### src/rtl/sts_pkg.sv
// Shared types, character codes and helper functions of the s-expression token scanner.
package sts_pkg;

    localparam int OFFSET_BITS = 16;
    localparam int LINE_BITS   = 16;
    localparam int FIELD_BITS  = 16;
    localparam int FIFO_DEPTH  = 4;
    localparam int PTR_BITS    = $clog2(FIFO_DEPTH);
    localparam int CNT_BITS    = $clog2(FIFO_DEPTH + 1);

    typedef logic [OFFSET_BITS-1:0] off_t;
    typedef logic [LINE_BITS-1:0]   line_t;
    typedef logic [FIELD_BITS-1:0]  field_t;

    localparam off_t  OFF_MAX  = '1;
    localparam line_t LINE_MAX = '1;

    typedef enum logic [3:0] {
        KIND_LPAREN  = 4'd0,
        KIND_RPAREN  = 4'd1,
        KIND_LSQUARE = 4'd2,
        KIND_RSQUARE = 4'd3,
        KIND_COMMENT = 4'd4,
        KIND_STRING  = 4'd5,
        KIND_SYMBOL  = 4'd6,
        KIND_NUMBER  = 4'd7,
        KIND_IDENT   = 4'd8,
        KIND_BOOLEAN = 4'd9,
        KIND_END     = 4'd10
    } kind_t;

    localparam logic [7:0] CH_NUL     = 8'h00;
    localparam logic [7:0] CH_TAB     = 8'h09;
    localparam logic [7:0] CH_NL      = 8'h0A;
    localparam logic [7:0] CH_SPACE   = 8'h20;
    localparam logic [7:0] CH_DQUOTE  = 8'h22;
    localparam logic [7:0] CH_QUOTE   = 8'h27;
    localparam logic [7:0] CH_LPAREN  = 8'h28;
    localparam logic [7:0] CH_RPAREN  = 8'h29;
    localparam logic [7:0] CH_MINUS   = 8'h2D;
    localparam logic [7:0] CH_SEMI    = 8'h3B;
    localparam logic [7:0] CH_UPPER_F = 8'h46;
    localparam logic [7:0] CH_UPPER_T = 8'h54;
    localparam logic [7:0] CH_LSQUARE = 8'h5B;
    localparam logic [7:0] CH_RSQUARE = 8'h5D;

    localparam logic [1:0] TF_NONE = 2'd0;
    localparam logic [1:0] TF_T    = 2'd1;
    localparam logic [1:0] TF_F    = 2'd2;

    typedef struct packed {
        kind_t  kind;
        field_t tok_start;
        field_t tok_end;
        field_t tok_line;
        logic   last_of_run;
    } token_t;

    typedef struct packed {
        logic [1:0] count;
        token_t     first;
        token_t     second;
    } push_t;

    function automatic logic is_digit(input logic [7:0] c);
        return c inside {[8'h30:8'h39]};
    endfunction

    function automatic logic is_wordstart(input logic [7:0] c);
        return c inside {[8'h41:8'h5A], [8'h61:8'h7A], [8'd33:8'd47],
                         [8'd58:8'd64], [8'd91:8'd96], [8'd123:8'd126]};
    endfunction

    function automatic logic is_break(input logic [7:0] c);
        return c inside {CH_SPACE, CH_NL, CH_TAB, CH_LPAREN, CH_RPAREN,
                         CH_LSQUARE, CH_RSQUARE, CH_SEMI, CH_NUL};
    endfunction

    function automatic off_t sat_inc(input off_t v);
        return (v == OFF_MAX) ? v : v + off_t'(1);
    endfunction

    function automatic field_t to_field(input off_t v);
        logic [31:0] wide;
        wide = 32'(v);
        return wide[FIELD_BITS-1:0];
    endfunction

    function automatic token_t make_tok(input kind_t k, input off_t s, input off_t e,
                                        input line_t ln);
        token_t t;
        t.kind        = k;
        t.tok_start   = to_field(s);
        t.tok_end     = to_field(e);
        t.tok_line    = 16'(ln);
        t.last_of_run = 1'b0;
        return t;
    endfunction

endpackage

### src/rtl/sts_if.sv
// Valid/ready stream interfaces for source bytes and for token results.
interface sts_byte_if;
    logic       valid;
    logic       ready;
    logic [7:0] text_byte;

    modport source (output valid, output text_byte, input ready);
    modport sink (input valid, input text_byte, output ready);
endinterface

interface sts_token_if import sts_pkg::*; ();
    logic                  valid;
    logic                  ready;
    logic [3:0]            token_kind;
    logic [FIELD_BITS-1:0] token_start;
    logic [FIELD_BITS-1:0] token_end;
    logic [FIELD_BITS-1:0] token_line;
    logic                  last_of_run;

    modport source (output valid, output token_kind, output token_start, output token_end,
                    output token_line, output last_of_run, input ready);
    modport sink (input valid, input token_kind, input token_start, input token_end,
                  input token_line, input last_of_run, output ready);
endinterface

### src/rtl/sts_scan_core.sv
// Scanner state registers and per-byte classification producing up to two tokens.
module sts_scan_core import sts_pkg::*;
(
    input  logic       clk,
    input  logic       rst_n,
    input  logic       accept,
    input  logic [7:0] text_byte,
    output push_t      push
);

    typedef enum logic [1:0] {
        MODE_IDLE,
        MODE_DELIM,
        MODE_WORD,
        MODE_MINUS
    } mode_t;

    mode_t      mode_reg, mode_next;
    kind_t      kind_reg, kind_next;
    off_t       start_reg, start_next;
    line_t      line_reg, line_next;
    logic [7:0] close_reg, close_next;
    logic       digit_reg, digit_next;
    logic [1:0] tf_reg, tf_next;
    off_t       off_reg, off_next;
    line_t      lcnt_reg, lcnt_next;

    // outcome of scanning the byte with no token open
    logic       idle_emit;
    token_t     idle_tok;
    logic       idle_open;
    mode_t      idle_mode;
    kind_t      idle_kind;
    off_t       idle_start;
    logic [7:0] idle_close;
    logic [1:0] idle_tf;

    logic       close_emit;
    token_t     close_tok;
    logic       use_idle;
    kind_t      word_kind;
    token_t     r0, r1;
    logic [1:0] cnt;

    always_comb
    begin
        idle_emit  = 1'b0;
        idle_tok   = make_tok(KIND_END, off_reg, off_reg, lcnt_reg);
        idle_open  = 1'b0;
        idle_mode  = MODE_IDLE;
        idle_kind  = KIND_NUMBER;
        idle_start = off_reg;
        idle_close = CH_NUL;
        idle_tf    = TF_NONE;
        case (text_byte)
            CH_LPAREN:
            begin
                idle_emit = 1'b1;
                idle_tok  = make_tok(KIND_LPAREN, off_reg, sat_inc(off_reg), lcnt_reg);
            end
            CH_RPAREN:
            begin
                idle_emit = 1'b1;
                idle_tok  = make_tok(KIND_RPAREN, off_reg, sat_inc(off_reg), lcnt_reg);
            end
            CH_LSQUARE:
            begin
                idle_emit = 1'b1;
                idle_tok  = make_tok(KIND_LSQUARE, off_reg, sat_inc(off_reg), lcnt_reg);
            end
            CH_RSQUARE:
            begin
                idle_emit = 1'b1;
                idle_tok  = make_tok(KIND_RSQUARE, off_reg, sat_inc(off_reg), lcnt_reg);
            end
            CH_SEMI:
            begin
                idle_open  = 1'b1;
                idle_mode  = MODE_DELIM;
                idle_kind  = KIND_COMMENT;
                idle_close = CH_NL;
            end
            CH_DQUOTE:
            begin
                idle_open  = 1'b1;
                idle_mode  = MODE_DELIM;
                idle_kind  = KIND_STRING;
                idle_start = sat_inc(off_reg);
                idle_close = CH_DQUOTE;
            end
            CH_QUOTE:
            begin
                idle_open  = 1'b1;
                idle_mode  = MODE_DELIM;
                idle_kind  = KIND_SYMBOL;
                idle_start = sat_inc(off_reg);
                idle_close = CH_QUOTE;
            end
            CH_MINUS:
            begin
                idle_open = 1'b1;
                idle_mode = MODE_MINUS;
            end
            CH_NUL:
            begin
                idle_emit = 1'b1;
            end
            default:
            begin
                if (is_digit(text_byte))
                begin
                    idle_open = 1'b1;
                    idle_mode = MODE_WORD;
                end
                else if (is_wordstart(text_byte))
                begin
                    idle_open = 1'b1;
                    idle_mode = MODE_WORD;
                    idle_kind = KIND_IDENT;
                    if (text_byte == CH_UPPER_T)
                        idle_tf = TF_T;
                    else if (text_byte == CH_UPPER_F)
                        idle_tf = TF_F;
                end
            end
        endcase
    end

    assign word_kind = (kind_reg == KIND_IDENT && tf_reg != TF_NONE) ? KIND_BOOLEAN : kind_reg;

    always_comb
    begin
        mode_next  = mode_reg;
        kind_next  = kind_reg;
        start_next = start_reg;
        line_next  = line_reg;
        close_next = close_reg;
        digit_next = digit_reg;
        tf_next    = tf_reg;
        close_emit = 1'b0;
        close_tok  = make_tok(kind_reg, start_reg, off_reg, line_reg);
        use_idle   = 1'b0;

        case (mode_reg)
            MODE_DELIM:
            begin
                if (text_byte == close_reg)
                begin
                    mode_next  = MODE_IDLE;
                    close_emit = 1'b1;
                end
                else if (text_byte == CH_NUL)
                begin
                    close_emit = 1'b1;
                    use_idle   = 1'b1;
                end
            end
            MODE_WORD:
            begin
                if (is_break(text_byte))
                begin
                    close_emit     = 1'b1;
                    close_tok.kind = word_kind;
                    use_idle       = 1'b1;
                end
                else
                begin
                    tf_next = TF_NONE;
                end
            end
            MODE_MINUS:
            begin
                if (is_digit(text_byte))
                begin
                    digit_next = 1'b1;
                end
                else if (digit_reg)
                begin
                    close_emit = 1'b1;
                    use_idle   = 1'b1;
                end
                else if (is_break(text_byte))
                begin
                    // lone minus ended right away: an identifier
                    close_emit     = 1'b1;
                    close_tok.kind = KIND_IDENT;
                    use_idle       = 1'b1;
                end
                else
                begin
                    mode_next = MODE_WORD;
                    kind_next = KIND_IDENT;
                    tf_next   = TF_NONE;
                end
            end
            default:
            begin
                use_idle = 1'b1;
            end
        endcase

        if (use_idle)
        begin
            if (idle_open)
            begin
                mode_next  = idle_mode;
                kind_next  = idle_kind;
                start_next = idle_start;
                line_next  = lcnt_reg;
                close_next = idle_close;
                digit_next = 1'b0;
                tf_next    = idle_tf;
            end
            else
            begin
                mode_next = MODE_IDLE;
            end
        end

        if (text_byte == CH_NUL)
        begin
            mode_next = MODE_IDLE;
            off_next  = '0;
            lcnt_next = '0;
        end
        else
        begin
            off_next  = sat_inc(off_reg);
            lcnt_next = (text_byte == CH_NL && lcnt_reg != LINE_MAX)
                        ? lcnt_reg + line_t'(1) : lcnt_reg;
        end
    end

    always_comb
    begin
        r0  = idle_tok;
        r1  = idle_tok;
        cnt = 2'd0;
        if (close_emit)
        begin
            r0  = close_tok;
            cnt = (use_idle && idle_emit) ? 2'd2 : 2'd1;
        end
        else if (use_idle && idle_emit)
        begin
            cnt = 2'd1;
        end
        if (cnt == 2'd2)
            r1.last_of_run = 1'b1;
        else
            r0.last_of_run = 1'b1;

        push.count  = accept ? cnt : 2'd0;
        push.first  = r0;
        push.second = r1;
    end

    always_ff @(posedge clk or negedge rst_n)
    begin
        if (!rst_n)
        begin
            mode_reg  <= MODE_IDLE;
            kind_reg  <= KIND_LPAREN;
            start_reg <= '0;
            line_reg  <= '0;
            close_reg <= CH_NUL;
            digit_reg <= 1'b0;
            tf_reg    <= TF_NONE;
            off_reg   <= '0;
            lcnt_reg  <= '0;
        end
        else if (accept)
        begin
            mode_reg  <= mode_next;
            kind_reg  <= kind_next;
            start_reg <= start_next;
            line_reg  <= line_next;
            close_reg <= close_next;
            digit_reg <= digit_next;
            tf_reg    <= tf_next;
            off_reg   <= off_next;
            lcnt_reg  <= lcnt_next;
        end
    end

endmodule

### src/rtl/sts_result_fifo.sv
// Four-entry result queue taking up to two tokens per cycle and handing out one.
module sts_result_fifo import sts_pkg::*;
(
    input  logic         clk,
    input  logic         rst_n,
    input  push_t        push,
    output logic         space,
    sts_token_if.source  token
);

    token_t                mem [FIFO_DEPTH];
    logic [PTR_BITS-1:0]   wr_ptr_reg, wr_ptr_next;
    logic [PTR_BITS-1:0]   rd_ptr_reg, rd_ptr_next;
    logic [CNT_BITS-1:0]   count_reg, count_next;
    logic                  pop;
    token_t                head;

    assign space = count_reg <= CNT_BITS'(FIFO_DEPTH - 2);
    assign pop   = token.valid && token.ready;
    assign head  = mem[rd_ptr_reg];

    assign token.valid       = count_reg != '0;
    assign token.token_kind  = head.kind;
    assign token.token_start = head.tok_start;
    assign token.token_end   = head.tok_end;
    assign token.token_line  = head.tok_line;
    assign token.last_of_run = head.last_of_run;

    assign wr_ptr_next = wr_ptr_reg + PTR_BITS'(push.count);
    assign rd_ptr_next = rd_ptr_reg + PTR_BITS'(pop);
    assign count_next  = count_reg + CNT_BITS'(push.count) - CNT_BITS'(pop);

    always_ff @(posedge clk)
    begin
        if (push.count != 2'd0)
            mem[wr_ptr_reg] <= push.first;
        if (push.count == 2'd2)
            mem[wr_ptr_reg + PTR_BITS'(1)] <= push.second;
    end

    always_ff @(posedge clk or negedge rst_n)
    begin
        if (!rst_n)
        begin
            wr_ptr_reg <= '0;
            rd_ptr_reg <= '0;
            count_reg  <= '0;
        end
        else
        begin
            wr_ptr_reg <= wr_ptr_next;
            rd_ptr_reg <= rd_ptr_next;
            count_reg  <= count_next;
        end
    end

endmodule

### src/rtl/sexpr_token_scanner_unit.sv
// Top level of the s-expression token scanner.
// Usage:
//   text  : sink channel, one source byte per transaction; a zero byte ends the
//           text and resets the offset and line counters afterwards.
//   token : source channel, one token per transaction (kind, start, end, line,
//           last_of_run marking the final token caused by one byte).
// Ordering: a token caused by a byte is written into the result queue when the
//   byte is taken and offered from there; a second follows once the first is taken.
// Throughput: one byte per cycle while the token side keeps up; a byte that
//   closes a word or number on a bracket or end byte, or a string, symbol or
//   comment on the end byte, makes two tokens, taken one per transaction. The
//   rate is set by the single token read port of the four-entry result queue.
// Stalls: text.ready is high while the queue has room for two tokens, so bytes
//   keep flowing while up to two finished tokens wait; a longer token-side
//   stall drops text.ready until entries are taken.
// Reset: rst_n clears the scanner state and empties the queue; no token is
//   offered, but text.ready stays high, so a byte offered during reset is lost.
module sexpr_token_scanner_unit import sts_pkg::*;
(
    input  logic        clk,
    input  logic        rst_n,
    sts_byte_if.sink    text,
    sts_token_if.source token
);

    logic  space;
    logic  accept;
    push_t push;

    assign text.ready = space;
    assign accept     = text.valid && space;

    sts_scan_core u_scan_core (
        .clk       (clk),
        .rst_n     (rst_n),
        .accept    (accept),
        .text_byte (text.text_byte),
        .push      (push)
    );

    sts_result_fifo u_result_fifo (
        .clk   (clk),
        .rst_n (rst_n),
        .push  (push),
        .space (space),
        .token (token)
    );

endmodule

### src/flat_wrapper.sv
// flat-port wrapper written by rule: the top's interface ports become plain ports
module sexpr_token_scanner_unit_flat import sts_pkg::*;
  (clk, rst_n, text_valid, text_text_byte, text_ready, token_valid, token_token_kind, token_token_start, token_token_end, token_token_line, token_last_of_run, token_ready);
  sts_byte_if text_i ();
  sts_token_if token_i ();
  input  logic clk;
  input  logic rst_n;
  input wire logic [$bits(text_i.valid)-1:0] text_valid;
  input wire logic [$bits(text_i.text_byte)-1:0] text_text_byte;
  output wire logic [$bits(text_i.ready)-1:0] text_ready;
  output wire logic [$bits(token_i.valid)-1:0] token_valid;
  output wire logic [$bits(token_i.token_kind)-1:0] token_token_kind;
  output wire logic [$bits(token_i.token_start)-1:0] token_token_start;
  output wire logic [$bits(token_i.token_end)-1:0] token_token_end;
  output wire logic [$bits(token_i.token_line)-1:0] token_token_line;
  output wire logic [$bits(token_i.last_of_run)-1:0] token_last_of_run;
  input wire logic [$bits(token_i.ready)-1:0] token_ready;
  assign text_i.valid = text_valid;
  assign text_i.text_byte = text_text_byte;
  assign text_ready = text_i.ready;
  assign token_valid = token_i.valid;
  assign token_token_kind = token_i.token_kind;
  assign token_token_start = token_i.token_start;
  assign token_token_end = token_i.token_end;
  assign token_token_line = token_i.token_line;
  assign token_last_of_run = token_i.last_of_run;
  assign token_i.ready = token_ready;
  sexpr_token_scanner_unit u_core (.clk(clk), .rst_n(rst_n), .text(text_i), .token(token_i));
endmodule
### config.mk
export PLATFORM = sky130hd
export DESIGN_NAME = sexpr_token_scanner_unit_flat
export DESIGN_NICKNAME = d
export VERILOG_FILES = /design/src/rtl/sts_pkg.sv /design/src/rtl/sts_if.sv /design/src/rtl/sts_scan_core.sv /design/src/rtl/sts_result_fifo.sv /design/src/rtl/sexpr_token_scanner_unit.sv /design/src/flat_wrapper.sv
export SDC_FILE = /design/constraint.sdc
export NUM_CORES = 1
export LEC_CHECK = 0
export ABC_AREA = 1
export BUFFER_PORTS_ARGS = -buffer_cell sky130_fd_sc_hd__buf_2
export CORE_MARGIN = 2
export CORE_UTILIZATION = 40
export CTS_CLUSTER_DIAMETER = 60
export DETAILED_ROUTE_END_ITERATION = 6
export PLACE_DENSITY_LB_ADDON = 0.08
export SLEW_MARGIN = 20
export SYNTH_ARGS = -nofsm -noshare
export SYNTH_HDL_FRONTEND = slang
export SYNTH_SLANG_ARGS = --single-unit
### constraint.sdc
create_clock -name clk -period 4.9 [get_ports clk]
set_clock_uncertainty 0.05 [all_clocks]
set_input_delay 0.98 -clock clk [delete_from_list [all_inputs] [get_ports clk]]
set_output_delay 0.98 -clock clk [all_outputs]
set_load 0.01 [all_outputs]
==> impl_metrics.prom, run 1 <==
# TYPE chip_impl_metric gauge
chip_impl_info{name="outcome",value="completed"} 1
chip_impl_metric{name="timing.critical_path.arrival",unit="ns"} 4.14
chip_impl_info{name="layout.cells.most_common",value="nor2_1"} 1
chip_impl_metric{name="number_of_post_cts_setup_repair_buffers",unit=""} 0
chip_impl_metric{name="routedWlPerCell",unit="um"} 20.7
chip_impl_info{name="cp-end-kind",value="flip-flop"} 1
chip_impl_metric{name="cts_resized",unit=""} 0
chip_impl_metric{name="synth_area_per_cell",unit="um^2"} 8.53
chip_impl_metric{name="wirelength",unit="um"} 51400
chip_impl_metric{name="die_x",unit="um"} 205
chip_impl_info{name="cts-root-buf",value="clkbuf_16"} 1
chip_impl_info{name="yosys_most_used_dff",value="edfxtp_1"} 1
chip_impl_metric{name="slowest_delay",unit="ns"} 0.51
chip_impl_metric{name="placement_row_count",unit=""} 73
chip_impl_metric{name="drc_errors",unit=""} 0
chip_impl_info{name="cp_cell_sequence",value="buf_2 -> inv_2 -> nand2_1 -> nor2_1 -> nand2_1 -> nand2_2 -> nor2_1 -> nand3_2 -> nand2_1 -> nand2_2 -> nand2_4 -> a21oi_1 -> ha_1 -> inv_1 -> nor2_1 -> inv_1 -> nor2_1 -> inv_1 -> nor2_1 -> clkinv_1 -> nand2_2 -> buf_4"} 1
chip_impl_metric{name="cp_data_required_time",unit="ns"} 5.03
chip_impl_metric{name="start_util",unit="%"} 40.7
chip_impl_info{name="synthDominantAreaCellType",value="edfxtp_1"} 1
chip_impl_metric{name="synth_xor_xnor_area_share",unit="%"} 1.30
chip_impl_metric{name="hold_violations",unit=""} 0
chip_impl_metric{name="grt.overflow.total",unit=""} 0
chip_impl_metric{name="share_of_the_synthesized_area_in_compound_gates_ao_oa_aoi_oai",unit="%"} 18.9
chip_impl_metric{name="area_growth_from_synthesis_to_layout",unit="%"} 12.7
chip_impl_metric{name="grt_antenna_before_repair",unit=""} 1
chip_impl_info{name="timing_worst_setup_path_type",value="in -> reg"} 1
chip_impl_metric{name="ant_nets",unit=""} 0
chip_impl_metric{name="drv_slew",unit=""} 0
chip_impl_metric{name="ctsHtreeMaxLevel",unit=""} 2
chip_impl_info{name="crit_path_frequent_cell",value="nor2_1"} 1
chip_impl_metric{name="yosys-mux-area-fraction",unit="%"} 0
chip_impl_info{name="synth_top_family_by_area",value="simple AND/OR/NAND/NOR gates"} 1
chip_impl_metric{name="tritoncts.num_buffers",unit=""} 37
chip_impl_metric{name="min_period_over_period",unit="%"} 81.8
chip_impl_metric{name="grt_use_total",unit="%"} 24.6
chip_impl_metric{name="post_synthesis_share_of_cell_area_spent_on_and_or_nand_and_nor_gates",unit="%"} 20.9
chip_impl_metric{name="synth_cell_types",unit=""} 40
chip_impl_metric{name="port_buffers",unit=""} 66
chip_impl_metric{name="fraction_of_layout_instances_using_a_drive_strength_above_1",unit="%"} 11.7
chip_impl_metric{name="seq_area_frac_synth",unit="%"} 52.0
chip_impl_metric{name="dr.pass1.iters",unit=""} 6
chip_impl_info{name="worstHoldPathType",value="in -> async"} 1
chip_impl_info{name="layout_common_cells",value="nor2_1 (303), nand2_1 (302), edfxtp_1 (208), o21ai_0 (202), nand3_1 (137)"} 1
chip_impl_metric{name="num_vias",unit=""} 13800
chip_impl_metric{name="synth_nets",unit=""} 1922
chip_impl_metric{name="highest_net_fanout_along_the_worst_path",unit=""} 37
chip_impl_metric{name="flip_flop_count_of_the_largest_register_after_layout",unit=""} 212
chip_impl_info{name="top_register",value="u_core.u_result_fifo.mem"} 1
chip_impl_metric{name="total_power",unit="uW"} 8950
chip_impl_metric{name="post-route-min-period",unit="ns"} 4.01
chip_impl_info{name="worst_setup_sp_type",value="input port"} 1
chip_impl_metric{name="cts.path.max_buffers",unit=""} 3
chip_impl_info{name="tritoncts",value="built"} 1
chip_impl_metric{name="gpl.final_weighted_congestion",unit=""} 0.874
chip_impl_metric{name="grt_start_max_net_pins",unit=""} 63
chip_impl_metric{name="cts_hold_buffers",unit=""} 0
chip_impl_metric{name="clk_transition_reported_paths",unit="ns"} 0.06
chip_impl_metric{name="yosysWarningCount",unit=""} 0
chip_impl_metric{name="detailedRoute.firstIterationViolations",unit=""} 1415
chip_impl_metric{name="drv_cap",unit=""} 0
chip_impl_info{name="critical_path_top_delay_cell",value="buf_4"} 1
chip_impl_metric{name="powerDensity",unit="nW/um^2"} 490
chip_impl_metric{name="first_global_vias",unit=""} 12900
chip_impl_metric{name="mappedNetlistArea",unit="um^2"} 16200
chip_impl_metric{name="chipHeight",unit="um"} 205
chip_impl_metric{name="via_per_inst",unit=""} 5.56
chip_impl_metric{name="synth_top_cell_area_share",unit="%"} 38.6
chip_impl_metric{name="io-pin-count",unit=""} 67
chip_impl_metric{name="antenna_cells",unit=""} 0
chip_impl_metric{name="report.final.setup_viol",unit=""} 0
chip_impl_metric{name="grt_pass1_wl",unit="um"} 78300
chip_impl_info{name="yosys-top-cells-area",value="edfxtp_1 (39%), dfrtp_1 (13%), nand2_1 (7.2%)"} 1
chip_impl_info{name="rsz_0062_raised_after_global_routing",value="false"} 1
chip_impl_metric{name="dp.final_hpwl",unit="um"} 33200
chip_impl_metric{name="floorplan.die_area",unit="um^2"} 42100
chip_impl_metric{name="worstMarginPinSlew",unit="ns"} 1.12
chip_impl_metric{name="synth_cells",unit=""} 1900
chip_impl_metric{name="vdd_ir_drop_max",unit="mV"} 0.298
chip_impl_metric{name="setup_tns",unit="ns"} 0
chip_impl_metric{name="synthAdderAreaFrac",unit="%"} 0.819
chip_impl_metric{name="ys_async_sr_fraction",unit="%"} 28.4
chip_impl_metric{name="layout.nets",unit=""} 1959
chip_impl_metric{name="leakagePower",unit="uW"} 0.00725
chip_impl_metric{name="tritoncts_num_sinks",unit=""} 296
chip_impl_metric{name="core_area",unit="um^2"} 39800
chip_impl_metric{name="slew_headroom",unit="%"} 24.8
chip_impl_metric{name="upper_clock_frequency_limit",unit="MHz"} 250
chip_impl_metric{name="flops_latches_synth",unit=""} 296
chip_impl_metric{name="worstSkewPairLatency",unit="ns"} 0.55
chip_impl_metric{name="synth_enable_flop_cells",unit=""} 208
power by group:
group          switching [uW]  internal (uW)  total, uW
combinational            2210            936       3150
sequential                261           2880       3140
clock                    1110           1550       2660
area by class of cell:
| class | count | area (um^2) |
|---|---|---|
| fill | 3902 | 21600 |
| sequential | 296 | 8430 |
| multi-input combinational | 1357 | 6810 |
| clock buffer | 42 | 945 |
| timing repair buffer | 104 | 681 |
| tap | 525 | 657 |
| inverter | 141 | 529 |
| clock inverter | 23 | 215 |
final timing paths:
kind,from,slack (ns),depth (start not counted),to
min in group clk,u_core.u_result_fifo.mem[0][51]$_SDFFE_PP0N_,0.43,2,u_core.u_result_fifo.mem[0][51]$_SDFFE_PP0N_
setup reg to reg,u_core.u_scan_core.close_reg[5]$_DFFE_PN0P_,1.38,16,u_core.u_result_fifo.mem[0][23]$_DFFE_PP_
setup / recovery,text_text_byte[7],0.89,22,u_core.u_result_fifo.mem[0][24]$_DFFE_PP_
hold reg to reg,u_core.u_result_fifo.mem[0][51]$_SDFFE_PP0N_,0.43,2,u_core.u_result_fifo.mem[0][51]$_SDFFE_PP0N_
hold / removal,rst_n,0.39,1,u_core.u_scan_core.off_reg[15]$_DFFE_PN0P_
max in group asynchronous,rst_n,3.36,2,u_core.u_scan_core.line_reg[5]$_DFFE_PN0P_
logic make-up after synthesis:
logic type      count (synthesis)
simple gates                  809
compound gates                514
flops                         296
buf+inv                       247
xor+xnor                       24
fa+ha+maj                      10
metal layers:
layer | GRT usage, % | vias up | part of all wire (%)
met5 | 0 | - | 0
li1 | - | 6613 | -
met1 | 37.7 | 6629 | 47
met4 | 6.55 | 0 | 1.7
met2 | 36.1 | 543 | 43
met3 | 3.61 | 58 | 7.8
synthesized netlist by cell type, types with 20 or more instances:
cell type	instances
nand2_1	309
nor2_1	303
edfxtp_1	208
o21ai_0	202
nand3_1	137
o21bai_1	132
inv_1	109
o21ai_1	87
dfrtp_1	84
clkbuf_1	78
o22ai_1	64
inv_2	20
xor2_1	20
critical path, delay by kind of cell:
family	cells	cell delay (ns)
AND/OR/NAND/NOR	13	1.71
buffers and inverters	7	1.02
AO/OA/AOI/OAI	1	0.21
adder cells (fa/ha/maj)	1	0.18
metrics by stage:
stage / setup WS [ns] / hold WS [ns] / util (%) / std cells / instance area, um^2
2_1_floorplan: 0.248 / 0.399 / - / 1900 / 16200
3_3_place_gp: 0.484 / 0.415 / 43.0 / 2423 / 17100
3_5_place_dp: 0.354 / 0.415 / 43.0 / 2423 / 17100
4_1_cts: 0.936 / 0.393 / 45.9 / 2488 / 18300
5_1_grt: 0.582 / 0.426 / 45.9 / 2488 / 18300
6_report: 0.893 / 0.391 / 45.9 / 2488 / 18300
(Power assumes the default switching activity.)
==> run 2, diff against run 1 <==
--- a/config.mk
+++ b/config.mk
@@ -5,7 +5,7 @@
 export SDC_FILE = /design/constraint.sdc
 export NUM_CORES = 1
 export LEC_CHECK = 0
-export ABC_AREA = 1
+export ABC_AREA = 0
 export BUFFER_PORTS_ARGS = -buffer_cell sky130_fd_sc_hd__buf_2
 export CORE_MARGIN = 2
 export CORE_UTILIZATION = 40
==> constraint.sdc (replaced) <==
create_clock -name clk -period 4.11 [get_ports clk]
set_clock_uncertainty 0.05 [all_clocks]
set_input_delay 0.822 -clock clk [delete_from_list [all_inputs] [get_ports clk]]
set_output_delay 0.822 -clock clk [all_outputs]
set_load 0.01 [all_outputs]
==> run 2 against run 1 <==
  * Die area down 6.4%
  * Clock-buffer cell count up 6
  * Critical path depth down 7
  * Non-clock buffer count up 118
  * Sequential power up 19%
  * First-iteration DRC count down 26%
  * Synthesized cell count down 33%
  * Setup slack worse by 0.62 ns
  * Register-to-register slack worse by 0.82 ns
  * Core utilization up 3.8 points
  * Clock power up 18%
  * Critical path type unchanged
  * Highest routed layer unchanged
==> impl_metrics.prom, run 2 <==
# TYPE chip_impl_metric gauge
chip_impl_info{name="outcome",value="completed"} 1
chip_impl_info{name="rsz_0062_raised_after_global_routing",value="false"} 1
chip_impl_metric{name="cp_data_required_time",unit="ns"} 4.42
chip_impl_info{name="layout.cells.most_common",value="edfxtp_1"} 1
chip_impl_metric{name="routedWlPerCell",unit="um"} 23.5
chip_impl_metric{name="worstMarginPinSlew",unit="ns"} 1.13
chip_impl_metric{name="detailedRoute.firstIterationViolations",unit=""} 1047
chip_impl_metric{name="antenna_cells",unit=""} 0
chip_impl_metric{name="slew_headroom",unit="%"} 24.4
chip_impl_info{name="synthDominantAreaCellType",value="edfxtp_1"} 1
chip_impl_metric{name="min_period_over_period",unit="%"} 93.3
chip_impl_metric{name="ctsHtreeMaxLevel",unit=""} 2
chip_impl_info{name="timing_worst_setup_path_type",value="in -> reg"} 1
chip_impl_metric{name="vdd_ir_drop_max",unit="mV"} 0.839
chip_impl_metric{name="fillCellCount",unit=""} 3428
chip_impl_info{name="yosys-top-cells-count",value="edfxtp_1 (208), nand2_1 (121), a22o_1 (105)"} 1
chip_impl_metric{name="synth_cells",unit=""} 1273
chip_impl_metric{name="dr.pass1.iters",unit=""} 5
chip_impl_metric{name="die_x",unit="um"} 199
chip_impl_metric{name="clk_transition_reported_paths",unit="ns"} 0.06
chip_impl_metric{name="via_per_inst",unit=""} 5.86
chip_impl_info{name="layout_common_cells",value="edfxtp_1 (208), buf_4 (123), nand2_1 (120), a22o_1 (105), o21ai_0 (98)"} 1
chip_impl_info{name="critical_path.top_delay_family",value="simple AND/OR/NAND/NOR gates"} 1
chip_impl_metric{name="grt_pass1_wl",unit="um"} 70800
chip_impl_metric{name="mappedNetlistArea",unit="um^2"} 15200
chip_impl_metric{name="synth_cell_types",unit=""} 73
chip_impl_metric{name="synth_area_per_cell",unit="um^2"} 11.9
chip_impl_metric{name="drv_slew",unit=""} 0
chip_impl_metric{name="io-pin-count",unit=""} 67
chip_impl_info{name="worst_setup_sp_type",value="input port"} 1
chip_impl_metric{name="start_util",unit="%"} 40.4
chip_impl_info{name="yosys_most_used_dff",value="edfxtp_1"} 1
chip_impl_metric{name="tritoncts_num_sinks",unit=""} 296
chip_impl_metric{name="grt_start_max_net_pins",unit=""} 59
chip_impl_metric{name="total_power",unit="uW"} 9300
chip_impl_metric{name="num_vias",unit=""} 11500
chip_impl_metric{name="cts_hold_buffers",unit=""} 0
chip_impl_metric{name="post_layout_nonfiller_instances",unit=""} 1962
chip_impl_metric{name="powerDensity",unit="nW/um^2"} 500
chip_impl_info{name="cp-end-kind",value="flip-flop"} 1
chip_impl_info{name="cts-root-buf",value="clkbuf_16"} 1
chip_impl_metric{name="synth_enable_flop_cells",unit=""} 208
chip_impl_metric{name="path_buf_inv",unit=""} 4
chip_impl_metric{name="cts.path.max_buffers",unit=""} 3
chip_impl_metric{name="chipHeight",unit="um"} 199
chip_impl_metric{name="wirelength",unit="um"} 46200
chip_impl_metric{name="hold_violations",unit=""} 0
chip_impl_metric{name="ant_nets",unit=""} 0
chip_impl_metric{name="seq_area_frac_synth",unit="%"} 55.6
chip_impl_info{name="worstHoldPathType",value="in -> async"} 1
chip_impl_metric{name="cts_resized",unit=""} 0
chip_impl_metric{name="number_of_post_cts_setup_repair_buffers",unit=""} 0
chip_impl_info{name="yosys-top-cells-area",value="edfxtp_1 (41%), dfrtp_1 (14%), mux4_2 (7.9%)"} 1
chip_impl_metric{name="placement_row_count",unit=""} 71
chip_impl_metric{name="setup_tns",unit="ns"} 0
chip_impl_info{name="yosys.cell_count.top_type",value="edfxtp_1"} 1
chip_impl_metric{name="ys_async_sr_fraction",unit="%"} 28.4
chip_impl_metric{name="layout.nets",unit=""} 1445
chip_impl_metric{name="highest_net_fanout_along_the_worst_path",unit=""} 14
chip_impl_info{name="tritoncts",value="built"} 1
chip_impl_metric{name="synth_nets",unit=""} 1295
chip_impl_metric{name="drv_cap",unit=""} 0
chip_impl_metric{name="report.final.setup_viol",unit=""} 0
chip_impl_metric{name="yosysWarningCount",unit=""} 0
chip_impl_metric{name="timing.hold.ws",unit="ns"} 0.323
chip_impl_metric{name="drc_errors",unit=""} 0
chip_impl_metric{name="placed_insts",unit=""} 1895
chip_impl_metric{name="slowest_delay",unit="ns"} 0.54
chip_impl_metric{name="grt_use_total",unit="%"} 24.0
chip_impl_metric{name="post-route-min-period",unit="ns"} 3.84
chip_impl_metric{name="dp.final_hpwl",unit="um"} 31200
chip_impl_metric{name="synth_top_cell_area_share",unit="%"} 41.2
chip_impl_metric{name="flops_latches_synth",unit=""} 296
chip_impl_metric{name="port_buffers",unit=""} 66
chip_impl_metric{name="area_growth_from_synthesis_to_layout",unit="%"} 22.8
chip_impl_metric{name="tritoncts.num_buffers",unit=""} 37
chip_impl_metric{name="gpl.final_weighted_congestion",unit=""} 0.905
chip_impl_metric{name="grt_antenna_before_repair",unit=""} 0
chip_impl_metric{name="fraction_of_layout_instances_using_a_drive_strength_above_1",unit="%"} 27.3
chip_impl_info{name="cp_cell_sequence",value="buf_2 -> or4_4 -> nor3_1 -> and4bb_2 -> nand4_1 -> and3_1 -> ha_4 -> buf_12 -> nor3_1 -> buf_4 -> nor2_4 -> a31oi_1 -> nand2_1 -> buf_12 -> o21ai_0"} 1
chip_impl_info{name="top_register",value="u_core.u_result_fifo.mem"} 1
chip_impl_metric{name="grt.overflow.total",unit=""} 0
chip_impl_metric{name="worstSkewPairLatency",unit="ns"} 0.55
chip_impl_metric{name="first_global_vias",unit=""} 11500
chip_impl_metric{name="core_area",unit="um^2"} 37500
chip_impl_metric{name="leakagePower",unit="uW"} 0.00692
chip_impl_metric{name="floorplan.die_area",unit="um^2"} 39500
chip_impl_metric{name="upper_clock_frequency_limit",unit="MHz"} 261
chip_impl_metric{name="flip_flop_count_of_the_largest_register_after_layout",unit=""} 212
chip_impl_info{name="critical_path_top_delay_cell",value="or4_4"} 1
chip_impl_metric{name="timing.critical_path.arrival",unit="ns"} 4.15
==> run 2: cell types whose count changed after synthesis, sizes merged, moves of 105 or more <==
cell and delta:
a22o +105, nand2 -205, o21bai -132, nor2 -238, nand3 -105, inv -111
o21ai -199
==> run 2: power breakdown <==
part / total (uW) / switching (uW) / internal [uW]
Combinational: 2420 / 1310 / 1110
Sequential: 3750 / 400 / 3350
Clock: 3140 / 1290 / 1850
==> run 2: path summary, 6_finish.rpt <==
kind,from,to,slack [ns],depth (start not counted)
max,text_text_byte[7],u_core.u_result_fifo.mem[3][18]$_DFFE_PP_,0.27,15
min,rst_n,u_core.u_scan_core.line_reg[11]$_DFFE_PN0P_,0.32,1
max reg2reg,u_core.u_scan_core.close_reg[5]$_DFFE_PN0P_,u_core.u_result_fifo.mem[3][28]$_DFFE_PP_,0.56,16
min reg2reg,u_core.u_result_fifo.mem[3][51]$_SDFFE_PP0N_,u_core.u_result_fifo.mem[3][51]$_SDFFE_PP0N_,0.40,2
max in group asynchronous,rst_n,u_core.u_scan_core.off_reg[6]$_DFFE_PN0P_,2.93,2
min in group clk,u_core.u_result_fifo.mem[3][51]$_SDFFE_PP0N_,u_core.u_result_fifo.mem[3][51]$_SDFFE_PP0N_,0.40,2
==> run 2: routing by layer <==
metal,vias to the layer above,routed length (um),track usage (%)
met5,-,0,0
met4,0,831,6.85
met3,67,2560,3.39
met2,374,21300,37.9
met1,5779,21500,34.6
li1,5274,-,-
==> run 2: kinds of logic (layout without fill, tap and decap cells) <==
logic type / Yosys count / in the layout / share of synthesized area (%)
and+or+nand+nor: 365 / 365 / 11.9
AOI/OAI and AO/OA: 355 / 355 / 16.2
DFF: 296 / 296 / 55.6
buffers and inverters: 135 / 313 / 3.72
muxes: 81 / 81 / 9.91
xor gates and xnor gates: 31 / 31 / 1.79
adders and majority gates: 10 / 10 / 0.875
==> run 2: through the flow <==
stage               utilization (%)  area [um^2]  setup WS, ns
CTS                            49.6        18600         0.337
global route                   49.6        18600        0.0877
detailed placement             46.6        17500        -0.228
global placement               46.6        17500        -0.246
floorplan                         -        15300        -0.481
finish                         49.6        18600         0.274
==> run 2: area by class of cell <==
cell class              instances  area [um^2]  share of cell area, %
flip-flops and latches        296         8430                   45.3
clock buffers                  48          997                   5.36
multi-input cells             842         6320                   33.9
well taps                     511          639                   3.44
inverters                      24          131                  0.706
clock inverters                19          163                  0.874
repair buffers                222         1930                   10.4
==> run 2: worst reg2reg max path: stages, from the launching register on <==
cell and delay (ns):
dfrtp_1 0.41, xor2_1 0.17, nor4_2 0.27, buf_4 0.16, a21oi_1 0.06, o22a_1 0.23
and3_1 0.24, ha_4 0.31, nor2_2 0.04, nand3b_1 0.22, nor2_1 0.31, nand2_1 0.15
o22ai_4 0.25, buf_12 0.19, nor2_1 0.05, nor4_1 0.17, buf_4 0.15
==> run 3, diff against run 2 <==
--- a/config.mk
+++ b/config.mk
@@ -11,7 +11,7 @@
 export CORE_UTILIZATION = 40
 export CTS_CLUSTER_DIAMETER = 60
 export DETAILED_ROUTE_END_ITERATION = 6
-export PLACE_DENSITY_LB_ADDON = 0.08
+export PLACE_DENSITY = 0.58
 export SLEW_MARGIN = 20
 export SYNTH_ARGS = -nofsm -noshare
 export SYNTH_HDL_FRONTEND = slang
==> run 3 against run 2 <==
  * Maximum frequency increased by 2.6%
  * Wire length is 4.1% lower
  * Sequential share of layout area rose by 0.41 points
  * Global-route usage down 1.2 points
  * Setup slack improved by 0.098 ns
  * Cell count is 1.3% lower
  * Non-clock buffer count down 20
  * Design area decreased by 0.89%
  * Register-to-register slack improved by 0.10 ns
==> impl_metrics.prom, run 3 (synthesized netlist as in run 2, its figures left out) <==
# TYPE chip_impl_metric gauge
chip_impl_metric{name="gpl.final_weighted_congestion",unit=""} 0.901
chip_impl_metric{name="r2r_slack",unit="ns"} 0.66
chip_impl_metric{name="tritoncts.num_buffers",unit=""} 34
chip_impl_metric{name="layout.nets",unit=""} 1422
chip_impl_metric{name="area_growth_from_synthesis_to_layout",unit="%"} 21.7
chip_impl_metric{name="slowest_delay",unit="ns"} 0.53
chip_impl_metric{name="timing.hold.ws",unit="ns"} 0.326
chip_impl_metric{name="dp.final_hpwl",unit="um"} 29900
chip_impl_metric{name="highest_net_fanout_along_the_worst_path",unit=""} 17
chip_impl_metric{name="grt.overflow.total",unit=""} 0
chip_impl_metric{name="cts_hold_buffers",unit=""} 0
chip_impl_info{name="critical_path_top_delay_cell",value="or4_1"} 1
chip_impl_metric{name="core_area",unit="um^2"} 37500
chip_impl_metric{name="floorplan.die_area",unit="um^2"} 39500
chip_impl_metric{name="post_layout_nonfiller_instances",unit=""} 1937
chip_impl_metric{name="num_vias",unit=""} 11500
chip_impl_info{name="layout_common_cells",value="edfxtp_1 (208), nand2_1 (120), a22o_1 (105), buf_4 (101), o21ai_0 (98)"} 1
chip_impl_metric{name="first_global_vias",unit=""} 11500
chip_impl_info{name="outcome",value="completed"} 1
chip_impl_metric{name="placed_insts",unit=""} 1875
chip_impl_metric{name="ant_nets",unit=""} 0
chip_impl_metric{name="clk_transition_reported_paths",unit="ns"} 0.06
chip_impl_metric{name="detailedRoute.firstIterationViolations",unit=""} 1030
chip_impl_metric{name="report.final.setup_viol",unit=""} 0
chip_impl_metric{name="port_buffers",unit=""} 66
chip_impl_metric{name="post-route-min-period",unit="ns"} 3.74
chip_impl_metric{name="cp_data_required_time",unit="ns"} 4.40
chip_impl_info{name="layout.cells.most_common",value="edfxtp_1"} 1
chip_impl_info{name="cp-end-kind",value="flip-flop"} 1
chip_impl_metric{name="tritoncts_num_sinks",unit=""} 296
chip_impl_metric{name="placedInstanceArea",unit="um^2"} 17300
chip_impl_metric{name="upper_clock_frequency_limit",unit="MHz"} 268
chip_impl_info{name="worstHoldPathType",value="in -> async"} 1
chip_impl_metric{name="total_power",unit="uW"} 9150
chip_impl_metric{name="leakagePower",unit="uW"} 0.00679
chip_impl_metric{name="chipHeight",unit="um"} 199
chip_impl_metric{name="wirelength",unit="um"} 44300
chip_impl_metric{name="worstSkewPairLatency",unit="ns"} 0.52
chip_impl_metric{name="cts.path.max_buffers",unit=""} 3
chip_impl_metric{name="setup_tns",unit="ns"} 0
chip_impl_info{name="tritoncts",value="built"} 1
chip_impl_metric{name="slew_headroom",unit="%"} 39.8
chip_impl_info{name="cp_cell_sequence",value="buf_2 -> buf_12 -> or4_1 -> o22ai_1 -> nand2_1 -> nand4_1 -> and3_1 -> ha_4 -> nand3_1 -> nor2_1 -> buf_4 -> nand2_1 -> a31oi_1 -> nand2_1 -> buf_12 -> o21ai_0"} 1
chip_impl_info{name="rsz_0062_raised_after_global_routing",value="false"} 1
chip_impl_metric{name="cts_resized",unit=""} 0
chip_impl_metric{name="routedWlPerCell",unit="um"} 22.9
chip_impl_metric{name="die_x",unit="um"} 199
chip_impl_metric{name="io-pin-count",unit=""} 67
chip_impl_metric{name="timing.critical_path.arrival",unit="ns"} 4.02
chip_impl_metric{name="placement_row_count",unit=""} 71
chip_impl_metric{name="grt_pass1_wl",unit="um"} 68200
chip_impl_metric{name="drc_errors",unit=""} 0
chip_impl_metric{name="ctsHtreeMaxLevel",unit=""} 2
chip_impl_metric{name="via_per_inst",unit=""} 5.94
chip_impl_info{name="top_register",value="u_core.u_result_fifo.mem"} 1
chip_impl_metric{name="drv_cap",unit=""} 0
chip_impl_metric{name="antenna_cells",unit=""} 0
chip_impl_metric{name="grt_antenna_before_repair",unit=""} 0
chip_impl_metric{name="dr.pass1.iters",unit=""} 5
chip_impl_metric{name="final_design_area_no_fill",unit="um^2"} 18400
chip_impl_metric{name="drv_slew",unit=""} 0
chip_impl_metric{name="hold_violations",unit=""} 0
chip_impl_info{name="worst_setup_sp_type",value="input port"} 1
chip_impl_metric{name="number_of_cells_traversed_by_the_worst_register_to_register_path",unit=""} 16
chip_impl_metric{name="powerDensity",unit="nW/um^2"} 496
chip_impl_metric{name="vdd_ir_drop_max",unit="mV"} 0.341
chip_impl_metric{name="flip_flop_count_of_the_largest_register_after_layout",unit=""} 212
chip_impl_metric{name="min_period_over_period",unit="%"} 90.9
chip_impl_metric{name="start_util",unit="%"} 40.4
chip_impl_metric{name="grt_use_total",unit="%"} 22.8
chip_impl_metric{name="worstMarginPinSlew",unit="ns"} 0.891
chip_impl_info{name="crit_path_frequent_cell",value="nand2_1"} 1
chip_impl_info{name="cts-root-buf",value="clkbuf_16"} 1
chip_impl_info{name="timing_worst_setup_path_type",value="in -> reg"} 1
chip_impl_metric{name="number_of_post_cts_setup_repair_buffers",unit=""} 0
chip_impl_metric{name="fraction_of_layout_instances_using_a_drive_strength_above_1",unit="%"} 25.8
chip_impl_metric{name="grt_start_max_net_pins",unit=""} 52
[run 3: changes by cell type in the layout (fill, tap and decap cells not counted), moves of 2 or more]
cell	delta
clkinv_2	-7
clkinvlp_4	+2
buf_12	+2
inv_6	-3
clkinv_1	+3
buf_4	-22
[run 3: where the power goes]
| group | internal, uW | switching (uW) | total (uW) |
|---|---|---|---|
| logic | 1110 | 1290 | 2390 |
| registers | 3350 | 404 | 3750 |
| clock network | 1810 | 1200 | 3010 |
| total | 6260 | 2890 | 9150 |
[run 3: area by class of cell]
| class | instances | area (um^2) |
|---|---|---|
| well taps | 511 | 639 |
| fillers | 3365 | 19000 |
| clock buffers | 48 | 987 |
| multi-input cells | 842 | 6320 |
| flip-flops and latches | 296 | 8430 |
| clock inverters | 14 | 128 |
| inverters | 24 | 131 |
| repair buffers | 202 | 1800 |
[run 3: path summary, 6_finish.rpt]
check,end,from
max,u_core.u_result_fifo.mem[2][36]$_DFFE_PP_,text_text_byte[3]
min,u_core.u_scan_core.line_reg[8]$_DFFE_PN0P_,rst_n
max reg2reg,u_core.u_result_fifo.mem[3][28]$_DFFE_PP_,u_core.u_scan_core.close_reg[1]$_DFFE_PN0P_
min reg2reg,u_core.u_result_fifo.mem[0][51]$_SDFFE_PP0N_,u_core.u_result_fifo.mem[0][51]$_SDFFE_PP0N_
max in group asynchronous,u_core.u_scan_core.start_reg[11]$_DFFE_PN0P_,rst_n
min in group clk,u_core.u_result_fifo.mem[0][51]$_SDFFE_PP0N_,u_core.u_result_fifo.mem[0][51]$_SDFFE_PP0N_
[run 3: critical path: cells and delay by family]
family,cells,cell delay (ns)
adders and majority gates,1,0.15
AOI/OAI and AO/OA,3,0.65
and+or+nand+nor,8,1.80
buffers and inverters,4,0.59
[run 3: stage by stage]
step / util [%] / worst slack [ns]
after detailed placement: 46.2 / -0.123
after floorplan: - / -0.481
after CTS: 49.2 / 0.386
after global routing: 49.2 / 0.0737
after global placement: 46.2 / -0.0560
final: 49.2 / 0.373
[run 3: per-layer routing]
layer | up-vias | wire length (um) | global-route usage (%)
met5 | - | 0 | 0
met4 | 0 | 874 | 6.03
met3 | 66 | 3050 | 3.24
met2 | 478 | 21400 | 38.0
met1 | 5752 | 18900 | 31.4
li1 | 5219 | - | -
